$ cat config.mk
export PLATFORM = sky130hd
export DESIGN_NAME = c_source_balance_checker_top
export DESIGN_NICKNAME = d
export VERILOG_FILES = /design/src/hw/rtl/c_sbc_pkg.sv /design/src/hw/rtl/c_sbc_lexer.sv /design/src/hw/rtl/c_sbc_emit.sv /design/src/hw/rtl/c_source_balance_checker_top.sv
export SDC_FILE = /design/constraint.sdc
export NUM_CORES = 1
export LEC_CHECK = 0
export ABC_AREA = 1
export CAP_MARGIN = 20
export CORE_MARGIN = 2
export CORE_UTILIZATION = 45
export DETAILED_ROUTE_END_ITERATION = 8
export DONT_BUFFER_PORTS = 1
export PLACE_DENSITY = 0.56
export SYNTH_ARGS = -nofsm -noshare
export SYNTH_HDL_FRONTEND = slang
export SYNTH_SLANG_ARGS = --single-unit
export TNS_END_PERCENT = 20
$ cat constraint.sdc
create_clock -name i_clk -period 18.4 [get_ports i_clk]
set_input_delay 0 -clock i_clk [delete_from_list [all_inputs] [get_ports i_clk]]
set_output_delay 0 -clock i_clk [all_outputs]
set_load 0.03 [all_outputs]
$ cat src/hw/rtl/c_sbc_pkg.sv
// ---------------------------------------------------------------------------
// C source balance checker package
// Shared types, lexer state codes, result kinds and character constants.
// ---------------------------------------------------------------------------
package c_sbc_pkg;

    localparam int unsigned NUM_KINDS = 7;

    // lexer states
    localparam logic [3:0] ST_CODE      = 4'd0;
    localparam logic [3:0] ST_SLASH     = 4'd1;
    localparam logic [3:0] ST_STR       = 4'd2;
    localparam logic [3:0] ST_STR_ESC   = 4'd3;
    localparam logic [3:0] ST_CHR       = 4'd4;
    localparam logic [3:0] ST_CHR_ESC   = 4'd5;
    localparam logic [3:0] ST_CHR_CLOSE = 4'd6;
    localparam logic [3:0] ST_CHR_SKIP  = 4'd7;
    localparam logic [3:0] ST_BLK       = 4'd8;
    localparam logic [3:0] ST_BLK_STAR  = 4'd9;
    localparam logic [3:0] ST_LINE      = 4'd10;

    // result kinds
    localparam logic [2:0] KIND_STR_OPEN = 3'd0;
    localparam logic [2:0] KIND_BAD_CHR  = 3'd1;
    localparam logic [2:0] KIND_CMT_OPEN = 3'd2;
    localparam logic [2:0] KIND_PARENS   = 3'd3;
    localparam logic [2:0] KIND_BRACKETS = 3'd4;
    localparam logic [2:0] KIND_BRACES   = 3'd5;
    localparam logic [2:0] KIND_TOTAL    = 3'd6;

    // input function codes
    localparam logic FUNC_BYTE = 1'b0;
    localparam logic FUNC_EOT  = 1'b1;

    // characters
    localparam logic [7:0] CH_DQUOTE = 8'h22;
    localparam logic [7:0] CH_BSLASH = 8'h5C;
    localparam logic [7:0] CH_SQUOTE = 8'h27;
    localparam logic [7:0] CH_SLASH  = 8'h2F;
    localparam logic [7:0] CH_STAR   = 8'h2A;
    localparam logic [7:0] CH_NL     = 8'h0A;
    localparam logic [7:0] CH_LPAREN = 8'h28;
    localparam logic [7:0] CH_RPAREN = 8'h29;
    localparam logic [7:0] CH_LBRACK = 8'h5B;
    localparam logic [7:0] CH_RBRACK = 8'h5D;
    localparam logic [7:0] CH_LBRACE = 8'h7B;
    localparam logic [7:0] CH_RBRACE = 8'h7D;

    localparam logic [15:0] ERR_MAX = 16'd32767;

    // results raised by one transfer: one mask bit per kind, in kind order
    typedef struct packed {
        logic [NUM_KINDS-1:0] mask;
        logic [31:0]          line_number;
        logic signed [15:0]   paren;
        logic signed [15:0]   bracket;
        logic signed [15:0]   brace;
        logic [15:0]          total;
    } t_bundle;

endpackage

$ cat src/hw/rtl/c_sbc_lexer.sv
// ---------------------------------------------------------------------------
// C source balance checker lexer
// Lexical state, open counts, line and error counters; one byte per cycle
// unless stalled; results of a transfer are held in a pending bundle register.
// ---------------------------------------------------------------------------
module c_sbc_lexer (
    input  logic               i_clk,
    input  logic               i_rst_n,
    input  logic               i_in_valid,
    output logic               o_in_stall,
    input  logic               i_func,
    input  logic [7:0]         i_text_byte,
    output logic               o_pend_valid,
    output c_sbc_pkg::t_bundle o_pend,
    input  logic               i_pend_take
);
    import c_sbc_pkg::*;

    typedef struct packed {
        logic [3:0]         state;
        logic signed [15:0] paren;
        logic signed [15:0] bracket;
        logic signed [15:0] brace;
        logic [31:0]        line;
        logic [15:0]        err;
    } t_lexst;

    function automatic logic signed [15:0] sat_inc(input logic signed [15:0] v);
        return (v != 16'sh7FFF) ? v + 16'sd1 : v;
    endfunction

    function automatic logic signed [15:0] sat_dec(input logic signed [15:0] v);
        return (v != 16'sh8000) ? v - 16'sd1 : v;
    endfunction

    function automatic logic [31:0] line_inc(input logic [31:0] v);
        return (v != 32'hFFFF_FFFF) ? v + 32'd1 : v;
    endfunction

    function automatic logic [15:0] err_inc(input logic [15:0] v);
        return (v < ERR_MAX) ? v + 16'd1 : v;
    endfunction

    function automatic t_lexst code_byte(input t_lexst s, input logic [7:0] b);
        t_lexst t;
        t       = s;
        t.state = ST_CODE;
        case (b)
            CH_DQUOTE: t.state   = ST_STR;
            CH_SLASH:  t.state   = ST_SLASH;
            CH_SQUOTE: t.state   = ST_CHR;
            CH_NL:     t.line    = line_inc(s.line);
            CH_LPAREN: t.paren   = sat_inc(s.paren);
            CH_RPAREN: t.paren   = sat_dec(s.paren);
            CH_LBRACK: t.bracket = sat_inc(s.bracket);
            CH_RBRACK: t.bracket = sat_dec(s.bracket);
            CH_LBRACE: t.brace   = sat_inc(s.brace);
            CH_RBRACE: t.brace   = sat_dec(s.brace);
            default:   t.state   = ST_CODE;
        endcase
        return t;
    endfunction

    t_lexst  r_st, n_st, code_st, rst_st;
    t_bundle n_bnd, r_pend;
    logic    r_pend_v;
    logic    accept;
    logic    lit_err;
    logic [2:0]  err_cnt;
    logic [16:0] err_sum;

    assign o_in_stall   = r_pend_v && !i_pend_take;
    assign accept       = i_in_valid && !o_in_stall;
    assign o_pend_valid = r_pend_v;
    assign o_pend       = r_pend;

    assign rst_st  = '{state: ST_CODE, paren: 16'sd0, bracket: 16'sd0, brace: 16'sd0,
                       line: 32'd1, err: 16'd0};
    assign code_st = code_byte(r_st, i_text_byte);

    always_comb begin
        n_st              = r_st;
        n_bnd             = '0;
        n_bnd.line_number = r_st.line;
        n_bnd.paren       = r_st.paren;
        n_bnd.bracket     = r_st.bracket;
        n_bnd.brace       = r_st.brace;
        lit_err           = 1'b0;
        err_cnt           = 3'd0;
        err_sum           = 17'd0;
        if (i_func == FUNC_BYTE) begin
            case (r_st.state)
                ST_CODE: begin
                    n_st = code_st;
                end
                ST_SLASH: begin
                    if (i_text_byte == CH_STAR) n_st.state = ST_BLK;
                    else if (i_text_byte == CH_SLASH) n_st.state = ST_LINE;
                    else n_st = code_st;
                end
                ST_STR: begin
                    if (i_text_byte == CH_BSLASH) n_st.state = ST_STR_ESC;
                    else if (i_text_byte == CH_DQUOTE) n_st.state = ST_CODE;
                end
                ST_STR_ESC: begin
                    n_st.state = ST_STR;
                end
                ST_CHR: begin
                    n_st.state = (i_text_byte == CH_BSLASH) ? ST_CHR_ESC : ST_CHR_CLOSE;
                end
                ST_CHR_ESC: begin
                    n_st.state = ST_CHR_CLOSE;
                end
                ST_CHR_CLOSE: begin
                    if (i_text_byte == CH_SQUOTE) begin
                        n_st.state = ST_CODE;
                    end else begin
                        n_st.err                 = err_inc(r_st.err);
                        n_st.state               = ST_CHR_SKIP;
                        n_bnd.mask[KIND_BAD_CHR] = 1'b1;
                    end
                end
                ST_CHR_SKIP: begin
                    if (i_text_byte == CH_SQUOTE) n_st.state = ST_CODE;
                end
                ST_BLK: begin
                    if (i_text_byte == CH_STAR) n_st.state = ST_BLK_STAR;
                    else if (i_text_byte == CH_NL) n_st.line = line_inc(r_st.line);
                end
                ST_BLK_STAR: begin
                    // any run of stars then a slash closes the comment
                    if (i_text_byte == CH_SLASH) begin
                        n_st.state = ST_CODE;
                    end else if (i_text_byte != CH_STAR) begin
                        if (i_text_byte == CH_NL) n_st.line = line_inc(r_st.line);
                        n_st.state = ST_BLK;
                    end
                end
                ST_LINE: begin
                    if (i_text_byte == CH_NL) begin
                        n_st.line  = line_inc(r_st.line);
                        n_st.state = ST_CODE;
                    end
                end
                default: begin
                    n_st.state = ST_CODE;
                end
            endcase
        end else begin
            // end of text: report what is still open, then start afresh
            case (r_st.state)
                ST_STR, ST_STR_ESC: begin
                    n_bnd.mask[KIND_STR_OPEN] = 1'b1;
                    lit_err = 1'b1;
                end
                ST_CHR, ST_CHR_ESC, ST_CHR_CLOSE: begin
                    n_bnd.mask[KIND_BAD_CHR] = 1'b1;
                    lit_err = 1'b1;
                end
                ST_BLK, ST_BLK_STAR: begin
                    n_bnd.mask[KIND_CMT_OPEN] = 1'b1;
                    lit_err = 1'b1;
                end
                default: begin
                    lit_err = 1'b0;
                end
            endcase
            n_bnd.mask[KIND_PARENS]   = (r_st.paren != 16'sd0);
            n_bnd.mask[KIND_BRACKETS] = (r_st.bracket != 16'sd0);
            n_bnd.mask[KIND_BRACES]   = (r_st.brace != 16'sd0);
            n_bnd.mask[KIND_TOTAL]    = 1'b1;
            err_cnt = 3'(lit_err) + 3'(n_bnd.mask[KIND_PARENS])
                    + 3'(n_bnd.mask[KIND_BRACKETS]) + 3'(n_bnd.mask[KIND_BRACES]);
            err_sum = {1'b0, r_st.err} + 17'(err_cnt);
            n_bnd.total = (err_sum > 17'(ERR_MAX)) ? ERR_MAX : err_sum[15:0];
            n_st = rst_st;
        end
    end

    always_ff @(posedge i_clk) begin
        if (!i_rst_n) begin
            r_st     <= rst_st;
            r_pend_v <= 1'b0;
        end else begin
            if (accept) r_st <= n_st;
            if (accept && (n_bnd.mask != '0)) begin
                r_pend_v <= 1'b1;
            end else if (i_pend_take) begin
                r_pend_v <= 1'b0;
            end
        end
    end

    always_ff @(posedge i_clk) begin
        if (accept && (n_bnd.mask != '0)) r_pend <= n_bnd;
    end

endmodule

$ cat src/hw/rtl/c_sbc_emit.sv
// ---------------------------------------------------------------------------
// C source balance checker result emitter
// Holds one bundle and sends its results one per transfer, in kind order.
// ---------------------------------------------------------------------------
module c_sbc_emit (
    input  logic               i_clk,
    input  logic               i_rst_n,
    input  logic               i_pend_valid,
    input  c_sbc_pkg::t_bundle i_pend,
    output logic               o_pend_take,
    output logic               o_out_valid,
    input  logic               i_out_stall,
    output logic [2:0]         o_kind,
    output logic [31:0]        o_line_number,
    output logic signed [15:0] o_amount,
    output logic               o_last_of_run
);
    import c_sbc_pkg::*;

    t_bundle              r_bnd;
    logic [NUM_KINDS-1:0] r_mask, rest;
    logic                 out_acc, free;
    logic [2:0]           kind;

    assign rest        = r_mask & (r_mask - NUM_KINDS'(1));
    assign o_out_valid = (r_mask != '0);
    assign out_acc     = o_out_valid && !i_out_stall;
    assign free        = !o_out_valid || (out_acc && (rest == '0));
    assign o_pend_take = free && i_pend_valid;

    // lowest pending kind goes first
    always_comb begin
        kind = KIND_STR_OPEN;
        for (int i = NUM_KINDS - 1; i >= 0; i--) begin
            if (r_mask[i]) kind = 3'(i);
        end
    end

    always_comb begin
        case (kind)
            KIND_PARENS:   o_amount = r_bnd.paren;
            KIND_BRACKETS: o_amount = r_bnd.bracket;
            KIND_BRACES:   o_amount = r_bnd.brace;
            KIND_TOTAL:    o_amount = $signed(r_bnd.total);
            default:       o_amount = 16'sd0;
        endcase
    end

    assign o_kind        = kind;
    assign o_line_number = r_bnd.line_number;
    assign o_last_of_run = (rest == '0);

    always_ff @(posedge i_clk) begin
        if (!i_rst_n) begin
            r_mask <= '0;
        end else if (o_pend_take) begin
            r_mask <= i_pend.mask;
        end else if (out_acc) begin
            r_mask <= rest;
        end
    end

    always_ff @(posedge i_clk) begin
        if (o_pend_take) r_bnd <= i_pend;
    end

endmodule

$ cat src/hw/rtl/c_source_balance_checker_top.sv
// ---------------------------------------------------------------------------
// C source balance checker
// Scans C source bytes and reports literal, comment and bracket balance faults.
// ---------------------------------------------------------------------------
// One byte is taken per cycle while o_in_stall is low; the lexer state and
// counters update in the cycle of the transfer. Results leave one per cycle
// from the output register while i_out_stall is low: a bad character
// literal gives one result, end of text gives one to five (open literal or
// comment, nonzero paren, bracket and brace counts, then the error total,
// with last_of_run on the final one). A pending result bundle sits between
// lexer and output, so input keeps flowing while a result waits; input is
// held only while that pending bundle is full and the output is still busy
// with an earlier run, so the output drain sets when input moves again.
module c_source_balance_checker_top (
    input  logic               i_clk,
    input  logic               i_rst_n,
    input  logic               i_in_valid,
    output logic               o_in_stall,
    input  logic               i_func,
    input  logic [7:0]         i_text_byte,
    output logic               o_out_valid,
    input  logic               i_out_stall,
    output logic [2:0]         o_kind,
    output logic [31:0]        o_line_number,
    output logic signed [15:0] o_amount,
    output logic               o_last_of_run
);
    import c_sbc_pkg::*;

    t_bundle pend;
    logic    pend_valid, pend_take;

    c_sbc_lexer u_lexer (
        .i_clk        (i_clk),
        .i_rst_n      (i_rst_n),
        .i_in_valid   (i_in_valid),
        .o_in_stall   (o_in_stall),
        .i_func       (i_func),
        .i_text_byte  (i_text_byte),
        .o_pend_valid (pend_valid),
        .o_pend       (pend),
        .i_pend_take  (pend_take)
    );

    c_sbc_emit u_emit (
        .i_clk         (i_clk),
        .i_rst_n       (i_rst_n),
        .i_pend_valid  (pend_valid),
        .i_pend        (pend),
        .o_pend_take   (pend_take),
        .o_out_valid   (o_out_valid),
        .i_out_stall   (i_out_stall),
        .o_kind        (o_kind),
        .o_line_number (o_line_number),
        .o_amount      (o_amount),
        .o_last_of_run (o_last_of_run)
    );

endmodule

==> metrics.md <==
| Metric | Value |
|---|---|
| CP Launch Type | flop |
| Worst setup margin | approximately 14000 ps |
| Worst-path fanout max | 10 |
| Fmax | 0.2409 GHz |
| Num rows | 69 |
| Simple-Gate Fraction of Synth Area | 0.2620 |
| Hold Crit Start | i_text_byte[2] |
| Most common library cell in the layout ignoring fill and taps | nand2_1 |
| Cell taking the most area after synthesis | edfxtp_1 |
| Max-cap viol count | 0 |
| Sequential-to-total area share from yosys stat | 0.5060 |
| Largest cells by area after synthesis | edfxtp_1 37%, dfxtp_1 13%, nand2_1 12% |
| Gate power share | 0.072 |
| RePlAce Congestion | between 0.9 and 1 |
| HPWL Detailed | 29570 um |
| Synth warn | 0 |
| Die footprint | 0.03727 sq mm |
| Worst-Margin Slew | approximately 1000 ps |
| Clk root buf | clkbuf_16 |
| PD cells | 90.89 mW/mm^2 |
| Leak pwr | 6.575 nW |
| Critical R2R Capture | u_lexer.o_pend[3] |
| Worst hold path endpoint | u_lexer.r_st[97] |
| Clk buf depth | 3 |
| Share of layout cells above drive strength 1 | 0.04583 |
| Worst Hold Depth | 7 |
| Antenna Nets Post-Route | 0 |
| Clock Latency Late Sink | approximately 530 ps |
| Peak VDD IR | 0.05577 mV |
| Die height | 193.1 um |
| Largest family of logic cells by synthesized area | simple AND/OR/NAND/NOR gates |
| Final wirelength | 41760 um |
| Req. time, crit path | 18800 ps |
| Global Route Usage Sum | 0.2273 |
| Initial DRC Count | between 1k and 1.5k |
| Drt wl/cell | 17.54 um |
| Largest net degree at the start of global routing | 105 |
| Via count | 12.61k |
| R2r setup slk | 14250 ps |
| Final Hold Viols | 0 |
| Layout Skew | 11.56 ps |
| Crit Path Class | flop to flop |
| Num CTS Buffers | 35 |
| Tcrit/Tclk final | 0.2256 |
| Nets | 1960 |
| Core area | 0.03540 sq mm |
| CTS tree | built |
| Slew margin rel. | 0.3103 |
| Sequential cell fraction of total power | 0.489 |
| Initial DRT Pass Iterations | 7 |
| Clock Sinks | 307 |
| Setup crit end kind | flop |
| Clock power share | 0.439 |
| Vias in the first global route | 11.51k |
| Status | finished clean |
| Post-CTS setup buffers | 0 |
| PortBufs | 0 |
| FILL cells | 3427 |
| Die Width | 193.1 um |
| Grt total ovfl | 0 |
| Post-synthesis instance total | between 1.5k and 2k |
| Num ports | 67 |
| FF-to-FF Start | u_lexer.n_bnd[32] |
| Resized Gates After CTS | 0 |
| Antenna violations before repair | 1 |
| Share of the synthesized area in the top cell type | 0.3716 |
| Sw Pwr | 0.0003928 W |
| Post-route setup TNS | 0 ps |
| P_int | 0.001199 W |
| Mapped cell area | ~0.016 sq mm |
| Synth Area in Adders | 0.04434 |
| Final setup fails | 0 |
| Slew Viols, Final | 0 |
| Via/cell ratio | 5.294 |
| Synth cell types | 40 |
| Fraction of synthesized area in multiplexers | 0 |
| Sw frac | 0.2469 |
| Total Power | roughly 0.0016 W |
| Crit path time final | 4151 ps |
| Mean Syn Cell Area | 8.346 sq um |
| WP data arrival | 4550 ps |
| Seq cells post-synth | 307 |
| R2R cell count | 19 |
| Place WS | 14220 ps |
| CTS H-tree lvls | 2 |
| Starting Density | 0.4544 |
| First-pass GRT wire length | 65590 um |
| Diodes inserted | 0 |
| Most frequent cells in the layout | 518 x nand2_1, 269 x nor2_1, 199 x edfxtp_1 |
| Syn_nets | 1994 |
| RSZ-0062 raised after global routing | no |
| Area Overhead vs Synth | 8.869% |
| Synth Area in XOR/XNOR | 0.04411 |
| Compound-gate portion of the synthesized area | 0.07515 |
| Clk slew on worst S/H paths | approximately 60 ps |
| DRC violation count after routing | 0 |
| Hold Path Class | primary input to flop |
| Hold WS | around 33 ps |
-- worst max-delay path, cell delays in order, from the launching register on --
cell and delay, ps:
dfxtp_1 390, nor2_1 170, nand4_1 160, nor3_1 610, fa_1 560, inv_1 70, ha_1 150, inv_1 50
fa_1 400, o21ai_1 260, nand2_1 80, nor2_1 160, nand2_1 120, nor2_1 210, nand3_1 100, nand3_1 200
inv_2 140, nand2_1 90, nand2_1 40, inv_1 60
-- repair_timing --
action,in CTS,in global routing
hold buffers,6,0
endpoints found under the hold margin,134,0
endpoints found under the setup margin,0,0
-- area by class of cell --
class,instances,area [sq um],share of cell area
sequential,307,8138,0.4648
multi-input combinational,1377,6863,0.3920
clock buffer,43,958.4,0.05474
inverter,155,584.3,0.03337
tap,461,576.8,0.03294
clock inverter,21,209.0,0.01193
timing repair buffer,17,180.2,0.01029
-- worst max path at each step --
| stage | start | endpoint | depth (start not counted) |
|---|---|---|---|
| after floorplan | u_emit.r_mask[0] | u_lexer.o_pend[0] | 9 |
| after global placement | u_lexer.n_bnd[32] | u_lexer.o_pend[4] | 19 |
| after detailed placement | u_lexer.n_bnd[32] | u_lexer.o_pend[14] | 17 |
| after CTS | u_lexer.n_bnd[32] | u_lexer.o_pend[14] | 17 |
| after global routing | u_lexer.n_bnd[48] | u_lexer.o_pend[10] | 20 |
| final | u_lexer.n_bnd[32] | u_lexer.o_pend[3] | 19 |
-- state kept, by name, indices dropped and copies added (netlist names) --
signal and flops:
u_lexer.n_bnd 80, u_emit.o_line_number 32, u_lexer.code_st 16, u_emit.r_bnd 64, u_lexer.o_pend_valid 1, u_emit.r_mask 7, u_lexer.o_pend 103, u_lexer.r_st 4
-- synthesized netlist by cell type (all sizes together) --
library cell	number
conb	1
clkbuf	34
nand4	17
nor4	1
xnor2	25
fa	5
buf	54
a22oi	10
o21bai	10
dfxtp	108
nor3b	2
nor3	34
nand3	147
a211oi	2
a31oi	2
nand3b	9
a21o	3
o21ai	37
inv	155
edfxtp	199
o211ai	2
a21oi	160
ha	49
o31ai	1
xor2	56
or2	3
and3	2
nand2	522
nor2	277
-- metrics by stage --
step / std cells / area, sq um / util
global route: 2381 / 17510 / 0.4947
floorplan: 1927 / 16080 / -
CTS: 2378 / 17490 / 0.4940
global placement: 2307 / 16210 / 0.4581
detailed placement: 2308 / 16240 / 0.4589
finish: 2381 / 17510 / 0.4947
-- cells by family after synthesis --
group | count (synthesis)
fa+ha+maj | 54
flops | 307
other cells | 1
buf+inv | 243
compound gates | 227
simple gates | 1014
xor+xnor | 81
-- power groups by stage --
stage | registers (W) | logic (W) | clock network (W)
6_report | 0.000778 | 0.000115 | 0.000699
5_1_grt | 0.000780 | 0.000126 | 0.000740
3_3_place_gp | 0.000792 | 0.000107 | 0
2_1_floorplan | 0.000782 | 0.0000955 | 0
4_1_cts | 0.000778 | 0.000115 | 0.000715
3_5_place_dp | 0.000792 | 0.000109 | 0
-- layer usage --
layer / share of wire / vias up / wire length, um / global-route usage
li1: - / 6284 / - / -
met1: 0.49 / 5937 / 20540 / 0.3454
met2: 0.43 / 330 / 17930 / 0.3368
met3: 0.059 / 55 / 2474 / 0.03656
met4: 0.020 / 0 / 827 / 0.05711
met5: 0 / - / 0 / 0
Power figures use the tool's default switching activity.
